`src/hdl/tpa_delay.sv`:
```
// ----------------------------------------------------------------------------
// Enabled delay line
// Carries side information alongside a pipeline of equal depth.
// ----------------------------------------------------------------------------
module tpa_delay #(
   parameter int WIDTH = 20,
   parameter int DEPTH = 43
) (
   input  logic             clock,
   input  logic             en,
   input  logic [WIDTH-1:0] in_data,
   output logic [WIDTH-1:0] out_data
);

   logic [WIDTH-1:0] line_ff [DEPTH];

   always_ff @(posedge clock) begin
      if (en) begin
         line_ff[0] <= in_data;
         for (int i = 1; i < DEPTH; i++) begin
            line_ff[i] <= line_ff[i-1];
         end
      end
   end

   assign out_data = line_ff[DEPTH-1];

endmodule

```
`config.mk`:
```
export PLATFORM = sky130hd
export DESIGN_NAME = tpa_delay
export DESIGN_NICKNAME = d
export VERILOG_FILES = /design/src/hdl/tpa_delay.sv
export SDC_FILE = /design/constraint.sdc
export NUM_CORES = 1
export LEC_CHECK = 0
export BUFFER_PORTS_ARGS = -buffer_cell sky130_fd_sc_hd__buf_2
export CAP_MARGIN = 25
export CELL_PAD_IN_SITES_DETAIL_PLACEMENT = 1
export CELL_PAD_IN_SITES_GLOBAL_PLACEMENT = 2
export CORE_ASPECT_RATIO = 0.5
export CORE_MARGIN = 2
export CORE_UTILIZATION = 43
export DETAILED_ROUTE_END_ITERATION = 8
export PLACE_DENSITY = 0.8
export SETUP_SLACK_MARGIN = 0.5
export SLEW_MARGIN = 20
export SYNTH_ARGS = -nofsm -noshare
export SYNTH_HDL_FRONTEND = slang
export SYNTH_SLANG_ARGS = --single-unit
```
`constraint.sdc`:
```
create_clock -name clock -period 0.8 [get_ports clock]
set_input_delay 0.04 -clock clock [delete_from_list [all_inputs] [get_ports clock]]
set_output_delay 0.04 -clock clock [all_outputs]
set_load 0.01 [all_outputs]
```
* After elaboration in Yosys (flattened, before gate mapping) *
Memories as Yosys holds them, arrays and structs flattened.
Index checks and enable logic that the tools add are counted.

storage, ports and cells
  latch bits = 0
  input bits = 22
  memories = 1
  ROM bits = 0
  register bits after elaboration = 0
  word-level logic and storage cells = 3
  bits in writable memories = 860

operators by class
  bitwise operators = 0
  $lt $le $gt $ge = 0
  shifts and indexed selects = 0
  div/mod/pow operators = 0
  add/subtract/negate cells = 0
  muxes and demuxes = 2
  reductions and logical operators = 0
  equality and inequality tests = 0
  multiply operators = 0

memories
  name     depth  bits a word  rd ports  clocked after memory_dff  write ports  RTL line  RTL
  line_ff  43     20           43        0                         43           15        logic [WIDTH-1:0] line_ff [DEPTH];

operator list
  kind               count
  1-bit two-way mux  2

* Longest topological paths before layout *
Gate-level depths: netlist (run 1).

  word-level depth = 2
  gate-level depth with buffers = 1
  gate-level depth less buffers = 0

* Worst setup path before layout (run 1) *
OpenSTA, ideal clock, no wires.

  path kind = reg-to-reg
  from = memory line_ff[4][0] (netlist: line_ff[0][80])
  to = memory line_ff[5][0] (netlist: line_ff[0][100]), data pin
  data required time = 0.534 ns
  arrival = 0.323 ns
  slack = 0.211 ns
  period minus slack after synthesis = 0.589 ns
  stages on the path, launching flop included = 1
  setup time = 0.266 ns
  path through = edfxtp_1

RTL lines
  item         RTL line
  from (decl)  15

==> results by group, run 1 <==
Outcome
  – Outcome: finished, violations left
  – Violated checks: hold timing, setup timing

Die
  – Core area: 59,430 sq um
  – Row Count: 63
  – DIE HEIGHT: 177.8 microns
  – Die span in x: 351.6 microns
  – Die area: 62,510 sq um
  – Starting Density: 0.4370
  – Io pins: 42

Power and ir drop
  – Power Density: 2772 nW/um^2
  – VDD IR max: 1.643 mV
  – Leakage: 11.11 nW
  – PnR Total Power: 89.13 mW

STA
  – Worst Hold Slack: -0.1584 ns
  – TNS Setup: -6.518 ns
  – Maximum achievable frequency: 0.8705 GHz
  – Final max-slew violation count: 0
  – Crit share post-route: 1.436
  – Final setup violating endpoints: 20
  – Final Critical Period: 1.149 ns
  – Worst clock skew: 0.01112 ns
  – Final worst slack: -0.3487 ns
  – Least-Margin Pin Slew: 0.3261 ns
  – Unrepaired setup endpoints after global routing: true
  – Relative slew slack: 0.7826
  – Hold Vio Cnt, Final: 1

Finish
  – Final Non-Filler Cells: 2,010
  – Largest register FFs: 860
  – ANT cells: 0
  – Biggest regs: line_ff: 860 flops
  – # nets final: 1,171
  – Commonest non-fill, non-tap cell in the layout: edfxtp_1
  – Area of the multi-input gates: 0 sq um
  – Multi-input combinational gate total: 0
  – Top reg by flops: line_ff
  – Fraction of layout cells with a size suffix above 1: 0.2337
  – Commonest non-fill, non-tap cells in the layout: edfxtp_1 (860), clkbuf_16 (101), buf_4 (52), buf_2 (40), buf_16 (27)
  – Area Overhead vs Synth: 23.80%

Worst setup path
  – Crit Path Class: flop to primary output
  – CP required: 0.76 ns
  – CP top delay family: flip-flops
  – Reg2reg setup slack: 0.14 ns
  – Arr. time, crit path: 1.11 ns
  – Buffers and inverters on the worst path: 1
  – Crit path largest cell delay: 0.37 ns
  – Slowest CP cell: edfxtp_1
  – Worst setup SP type: flop
  – Worst-path fanout max: 1
  – Crit path capture type: primary output
  – Cells along the critical path: buf_2

Detailed routing
  – Initial drt markers: 675
  – DRT antenna net count: 0
  – Residual DRC: 0
  – First-pass DRT Iterations: 4
  – Drt total wl: 34.85 mm
  – Post-DR vias/cell: 4.493
  – Via count: 9,030
  – Drt wl/cell: 17.34 microns

Placement
  – Placed cell count: 1,787
  – Gpl congestion: 0.6151
  – Port Buffer Count: 41
  – Pre-CTS WS: -0.3200 ns
  – Post-DP HPWL: 14.66 mm

Global route
  – Initial antenna violation count: 0
  – GRT Total Usage: 0.1107
  – GRT Residual Overflow: 0
  – First-pass GRT wire length: 51.38 mm
  – Largest net degree at the start of global routing: 51
  – Vias in the first global route: 9,279

Synth
  – Yosys cell types: 2
  – Ys Warns: 0
  – Area leader, netlist: edfxtp_1
  – Synth area leaders: edfxtp_1 (99%), buf_4 (0.58%)
  – Yosys top cell area share: 0.9942
  – Post-Synthesis Cells: 880
  – Synth Register Bits: 860
  – Mapped Area: 25,970 sq um
  – Syn nets: 902
  – Mean Syn Cell Area: 29.52 sq um
  – Sequential fraction of the synthesis area: 0.9942

Run
  – Max_cap viols: 0

Clock tree
  – Max Root-Sink Buffers: 3
  – Clk root buf: clkbuf_16
  – CTS tree: done
  – Clk_lat worst skew: 0.59 ns
  – Hold Buf Count CTS: 20
  – H-tree depth: 3
  – CTS clk-pin slew, worst paths: 0.06 ns
  – Total CTS buffers: 74
  – Sink Count: 860

Hold path
  – Worst hold-check path type: primary input to flop
## synthesized netlist by cell type
| cell | number |
|---|---|
| buf_4 | 20 |
| edfxtp_1 | 860 |
## stage by stage
stage	cell area, sq um	util
CTS	31210	0.5251
finish	32160	0.5410
global placement	27800	0.4677
global route	32160	0.5410
floorplan	25970	-
detailed placement	27800	0.4677
## final timing paths
| check | start | end | cells past startpoint |
|---|---|---|---|
| min | en | line_ff[0][199] | 2 |
| min reg2reg | line_ff[2][134] | line_ff[2][154] | 0 |
| max | line_ff[2][216] | out_data[16] | 1 |
| max reg2reg | line_ff[0][53] | line_ff[0][73] | 0 |
## per-layer routing
layer / vias to the layer above / track usage / share of wire
met2: 146 / 0.1627 / 0.44
li1: 4139 / - / -
met1: 4664 / 0.1570 / 0.48
met4: 0 / 0.04291 / 0.028
met5: - / 0 / 0
met3: 81 / 0.03239 / 0.050
## kinds of logic after synthesis
| logic type | after synthesis | synth area share |
|---|---|---|
| DFF | 860 | 0.9942 |
| buffers and inverters | 20 | 0.005780 |
## cell type report
| class | instances | area, sq um |
|---|---|---|
| Tap cell | 812 | 1016 |
| Clock buffer | 103 | 2067 |
| Timing Repair Buffer | 213 | 3095 |
| Fill cell | 4878 | 27280 |
| Sequential cell | 860 | 25820 |
| Clock inverter | 22 | 152.6 |
## power breakdown
group / switching, mW / internal [mW]
Clock: 14.7 / 18.6
Sequential: 0.584 / 52.4
Combinational: 1.33 / 1.41
## timing repair
action	CTS	global route
endpoints found under the setup margin	1517	1517
hold endpoints to repair	21	1
gates cloned	21	28
setup buffers	18	11
resized for setup	34	55
Note: power is estimated with default switching activity, not from simulation.
==> inputs of run 2 (changes only) <==
MAX_ROUTING_LAYER = met4   (was not set)
PLACE_DENSITY = 0.77   (was 0.8)
TNS_END_PERCENT = 30   (was not set)
clock period = 1.3 ns   (was 0.8 ns; I/O delays follow)
==> results by group, run 2 (same netlist as run 1, synthesis figures left out) <==
Clock tree
  – Total CTS buffers: 72 (-2.7%)
  – Hold Buf Count CTS: 21 (+5.0%)
  – H-tree depth: 3 (unchanged)
  – CTS clk-pin slew, worst paths: 0.06 ns (about the same)
  – CTS tree: done
  – Sink Count: 860 (unchanged)
  – Postcts setup bufs: 0 (-18)
  – Max Root-Sink Buffers: 3 (unchanged)
  – Clk_lat worst skew: 0.60 ns (about the same)
  – Clk root buf: clkbuf_16

STA
  – Least-Margin Pin Slew: 0.3459 ns (+0.01975 ns)
  – Relative slew slack: 0.7694 (-0.01317)
  – Maximum achievable frequency: 0.7523 GHz
  – Final worst slack: -0.02921 ns (+0.3195 ns)
  – Worst Hold Slack: 0.0006606 ns (+0.1591 ns)
  – Final max-slew violation count: 0 (unchanged)
  – Final Critical Period: 1.329 ns
  – Crit share post-route: 1.022
  – Worst clock skew: 0.01459 ns (+0.003473 ns)
  – Unrepaired setup endpoints after global routing: true
  – Hold Vio Cnt, Final: 0 (-1)
  – Final setup violating endpoints: 2 (-90%)

Global route
  – Initial antenna violation count: 1 (+1)
  – Largest net degree at the start of global routing: 70 (+37%)
  – GRT Residual Overflow: 0 (unchanged)
  – GRT Total Usage: 0.1047 (-0.005953)
  – First-pass GRT wire length: 48.45 mm (-5.7%)
  – Vias in the first global route: 8,919 (-3.9%)

Placement
  – Placed cell count: 1,788 (+0.056%)
  – Pre-CTS WS: 0.2281 ns (+0.5481 ns)
  – Post-DP HPWL: 16.88 mm (+15%)
  – Gpl congestion: 0.6314 (+2.6%)
  – Port Buffer Count: 41 (unchanged)
  – Area after DPL: 27,780 sq um (about the same)

Detailed routing
  – Drt wl/cell: 15.44 microns (-11%)
  – Via count: 8,455 (-6.4%)
  – Drt total wl: 29.81 mm (-14%)
  – Residual DRC: 0 (unchanged)
  – Post-DR vias/cell: 4.381 (-2.5%)
  – Initial drt markers: 560 (-17%)
  – DRT antenna net count: 0 (unchanged)
  – First-pass DRT Iterations: 4 (unchanged)

Finish
  – ANT cells: 0 (unchanged)
  – Area Overhead vs Synth: 16.27%
  – Multi-input combinational gate total: 0 (unchanged)
  – Biggest regs: line_ff: 860 flops
  – # nets final: 1,093 (-6.7%)
  – Commonest non-fill, non-tap cells in the layout: edfxtp_1 (860), clkbuf_16 (73), buf_4 (62), buf_2 (37), dlygate4sd3_1 (20)
  – Post-route cell area: 30,200 sq um (-6.1%)
  – Commonest non-fill, non-tap cell in the layout: edfxtp_1
  – Final Non-Filler Cells: 1,930 (-4.0%)
  – Fraction of layout cells with a size suffix above 1: 0.1887 (-0.04499)
  – Top reg by flops: line_ff
  – Area of the multi-input gates: 0 sq um (unchanged)
  – Largest register FFs: 860 (unchanged)

Die
  – Row Count: 63 (unchanged)
  – Core area: 59,430 sq um (unchanged)
  – Die area: 62,510 sq um (unchanged)
  – Die span in x: 351.6 microns (unchanged)
  – Starting Density: 0.4370 (unchanged)
  – DIE HEIGHT: 177.8 microns (unchanged)
  – Io pins: 42 (unchanged)

Worst setup path
  – R2R depth: 0 (unchanged)
  – CP top delay family: flip-flops
  – Crit Path Class: flop to primary output
  – Worst setup SP type: flop
  – Crit path capture type: primary output
  – Reg2reg setup slack: 0.60 ns (+0.46 ns)
  – Arr. time, crit path: 1.26 ns (+0.15 ns)
  – Worst-path fanout max: 1 (unchanged)
  – Cells along the critical path: buf_2
  – CP required: 1.24 ns (+0.48 ns)
  – Slowest CP cell: edfxtp_1
  – Crit path largest cell delay: 0.48 ns (+0.11 ns)
  – Buffers and inverters on the worst path: 1 (unchanged)
  – R2r startpoint: line_ff[1][161]
  – FF-to-FF End: line_ff[1][181]

Hold path
  – Worst Hold Endpoint: line_ff[0][127]
  – Hold Path Origin: en
  – Worst hold-check path type: primary input to flop
  – Hold path depth: 2 (unchanged)

Outcome
  – Outcome: finished, violations left
  – Violated checks: setup timing

Power and ir drop
  – VDD IR max: 0.8795 mV (-46%)
  – Power Density: 1781 nW/um^2 (-36%)
  – Leakage: 10.17 nW (-8.4%)
  – PnR Total Power: 53.78 mW (-40%)

Run
  – Max_cap viols: 0 (unchanged)
run 2: cell count changes in the layout (fill, tap and decap cells not counted), moves of 7 or more:
| cell | before | now |
|---|---|---|
| clkbuf_16 | 101 | 73 |
| buf_16 | 27 | 0 |
| buf_12 | 26 | 13 |
| clkbuf_1 | 24 | 11 |
| buf_8 | 13 | 1 |
| buf_4 | 52 | 62 |
| bufbuf_16 | 7 | 0 |
| clkinv_2 | 3 | 10 |
run 2: power by group:
group | switching (mW) | internal (mW) | total, mW
logic | 0.579 | 0.293 | 0.872
clock network | 9.08 | 11.1 | 20.2
registers | 0.420 | 32.3 | 32.7
run 2: worst max-delay path by stage:
stage / depth (start not counted) / endpoint / slack, ns / start
4_1_cts: 1 / out_data[5] / -0.1 / line_ff[2][205]
5_1_grt: 1 / out_data[5] / -0.10 / line_ff[2][205]
6_report: 1 / out_data[5] / -0.03 / line_ff[2][205]
2_1_floorplan: 0 / line_ff[0][100] / 0.71 / line_ff[0][80]
3_3_place_gp: 3 / line_ff[2][202] / 0.26 / en
3_5_place_dp: 3 / line_ff[2][202] / 0.23 / en
run 2: metal layers:
layer,vias up,track usage,part of all wire
li1,3952,-,-
met1,4282,0.1290,0.43
met2,147,0.1649,0.49
met3,74,0.03218,0.051
met4,0,0.03846,0.028
met5,-,-,0
run 2: metrics by stage:
stage | setup TNS, ns | utilization
global placement | 0 | 0.4674
finish | -0.04442 | 0.5081
detailed placement | 0 | 0.4674
global route | -0.3568 | 0.5081
floorplan | 0 | -
CTS | -0.3471 | 0.5079
run 2: timing repair:
action / CTS / global route
setup endpoints to repair: 20 / 23
hold endpoints to repair: 112 / 37
resized for setup: 1 / 3
pin swaps: 0 / 0
run 2: layout make-up:
class | instances | area (sq um)
Timing Repair Buffer | 137 | 1172
Sequential cell | 860 | 25820
Clock inverter | 37 | 320.3
Clock buffer | 84 | 1868
Tap cell | 812 | 1016
Fill cell | 5089 | 29230
==> inputs of run 3 (changes only) <==
REMOVE_ABC_BUFFERS = 1   (was not set)
SETUP_SLACK_MARGIN = 0.02   (was 0.5)
==> results by group, run 3 (same netlist as run 1, synthesis figures left out) <==
Finish
  – Biggest regs: line_ff: 860 flops
  – Top reg by flops: line_ff
  – ANT cells: 0 (unchanged)
  – # nets final: 1,083 (-0.91%)
  – Commonest non-fill, non-tap cells in the layout: edfxtp_1 (860), clkbuf_16 (79), buf_4 (48), buf_2 (40), clkbuf_1 (22)
  – Largest register FFs: 860 (unchanged)
  – Area Overhead vs Synth: 16.33% (about the same)
  – Area of the multi-input gates: 0 sq um (unchanged)
  – Multi-input combinational gate total: 0 (unchanged)
  – Fillers: 4,997 (-1.8%)
  – Commonest non-fill, non-tap cell in the layout: edfxtp_1
  – Final Non-Filler Cells: 1,925 (-0.26%)
  – Fraction of layout cells with a size suffix above 1: 0.1779 (-0.01083)

Die
  – Die area: 62,510 sq um (unchanged)
  – DIE HEIGHT: 177.8 microns (unchanged)
  – Starting Density: 0.4370 (unchanged)
  – Io pins: 42 (unchanged)
  – Die span in x: 351.6 microns (unchanged)
  – Row Count: 63 (unchanged)
  – Core area: 59,430 sq um (unchanged)

Outcome
  – Outcome: finished clean

STA
  – Final Critical Period: 1.163 ns (-0.1666 ns)
  – Final setup violating endpoints: 0 (-2)
  – Hold Vio Cnt, Final: 0 (unchanged)
  – Unrepaired setup endpoints after global routing: false
  – TNS Setup: 0 ns (+0.04442 ns)
  – Worst Hold Slack: 0.1871 ns (+0.1864 ns)
  – Maximum achievable frequency: 0.8601 GHz (+14%)
  – Final max-slew violation count: 0 (unchanged)
  – Crit share post-route: 0.8943 (-0.1281)
  – Relative slew slack: 0.7156 (-0.05380)
  – Least-Margin Pin Slew: 0.4266 ns (+0.08070 ns)
  – Worst clock skew: 0.009137 ns (-0.005454 ns)

Clock tree
  – Max Root-Sink Buffers: 3 (unchanged)
  – Sink Count: 860 (unchanged)
  – H-tree depth: 3 (unchanged)
  – CTS clk-pin slew, worst paths: 0.06 ns (about the same)
  – Clk root buf: clkbuf_16
  – Total CTS buffers: 74 (+2.8%)
  – Clk_lat worst skew: 0.59 ns (about the same)
  – CTS tree: done

Global route
  – Vias in the first global route: 8,882 (-0.41%)
  – GRT Total Usage: 0.09151 (-0.01323)
  – Largest net degree at the start of global routing: 79 (+13%)
  – First-pass GRT wire length: 43.73 mm (-9.8%)
  – GRT Residual Overflow: 0 (unchanged)
  – Initial antenna violation count: 0 (-1)

Worst setup path
  – Crit path capture type: primary output
  – Cells along the critical path: buf_2
  – Crit Path Class: flop to primary output
  – Buffers and inverters on the worst path: 1 (unchanged)
  – Crit path largest cell delay: 0.37 ns (-0.11 ns)
  – Arr. time, crit path: 1.10 ns (-0.16 ns)
  – Worst setup SP type: flop
  – CP required: 1.24 ns (about the same)
  – Slowest CP cell: edfxtp_1
  – Worst-path fanout max: 1 (unchanged)
  – CP top delay family: flip-flops

Detailed routing
  – Via count: 8,457 (+0.024%)
  – Drt total wl: 26.57 mm (-11%)
  – Drt wl/cell: 13.80 microns (-11%)
  – Initial drt markers: 576 (+2.9%)
  – First-pass DRT Iterations: 4 (unchanged)
  – Post-DR vias/cell: 4.393 (+0.28%)
  – Residual DRC: 0 (unchanged)
  – DRT antenna net count: 0 (unchanged)

Placement
  – Placed cell count: 1,776 (-0.67%)
  – Gpl congestion: 0.6057 (-4.1%)
  – Post-DP HPWL: 13.20 mm (-22%)
  – Port Buffer Count: 41 (unchanged)

Power and ir drop
  – Leakage: 10.15 nW (-0.25%)
  – Part of the power in the clock network: 0.384 (+0.008)
  – P_int: 44.43 mW (+1.7%)
  – PnR Total Power: 54.37 mW (+1.1%)
  – Power share of the sequential group: 0.600 (-0.008)
  – Switching share of power: 0.1829 (-0.004586)
  – VDD IR max: 0.8768 mV (-0.31%)
  – Power Density: 1799 nW/um^2 (+1.0%)
  – Comb power frac: 0.016 (about the same)
  – Psw: 9.942 mW (-1.4%)

Hold path
  – Worst hold-check path type: primary input to flop

Run
  – Max_cap viols: 0 (unchanged)
run 3: cell types whose count changed in the layout (fill, tap and decap cells not counted), sizes merged:
cell	previous run	this run
inv	4	1
dlygate4sd3	20	21
clkinv	27	19
clkbuf	84	101
buf	116	104
dlymetal6s4s	1	0
clkinvlp	2	3
run 3: path summary, 6_finish.rpt:
kind | startpoint | endpoint | slack, ns | cells past startpoint
worst max-delay path | line_ff[2][205] | out_data[5] | 0.14 | 1
worst min-delay path | in_data[10] | line_ff[0][10] | 0.19 | 2
worst max register to register | line_ff[0][18] | line_ff[0][38] | 0.64 | 0
worst min register to register | line_ff[0][66] | line_ff[0][86] | 0.41 | 0
run 3: layout make-up:
class / instances / area [sq um] / area share
repair buffers: 125 / 1086 / 0.03594
well taps: 812 / 1016 / 0.03362
clock buffers: 101 / 2059 / 0.06815
clock inverters: 27 / 231.5 / 0.007660
flip-flops and latches: 860 / 25820 / 0.8546
run 3: metal layers:
metal	wire length (microns)	vias up	share of wire	GRT usage
met5	0	-	0	-
met4	905	0	0.034	0.03989
met3	1352	80	0.051	0.03323
met2	12510	136	0.47	0.1380
met1	11800	4311	0.44	0.1119
li1	-	3930	-	-
run 3: power by group through the flow:
stage	clock network (mW)	logic (mW)	registers, mW
after detailed placement	0	0.836	33.2
after CTS	21.9	0.884	32.6
after global routing	23.0	0.950	32.8
after floorplan	0	0	33.1
after global placement	0	0.785	33.1
final	20.9	0.855	32.6
run 3: timing repair:
item / in CTS / in global routing
endpoints found under the hold margin: 105 / 0
gates resized for setup: 0 / 0
setup buffers: 0 / 0
hold buffers: 21 / 0
run 3: stage by stage:
step | instance area, sq um | setup WS [ns] | utilization
after global routing | 30220 | 0.05486 | 0.5084
after floorplan | 25820 | 0.7112 | -
after global placement | 27720 | 0.2681 | 0.4663
after detailed placement | 27720 | 0.2385 | 0.4663
final | 30220 | 0.1374 | 0.5084
after CTS | 30220 | 0.06536 | 0.5084
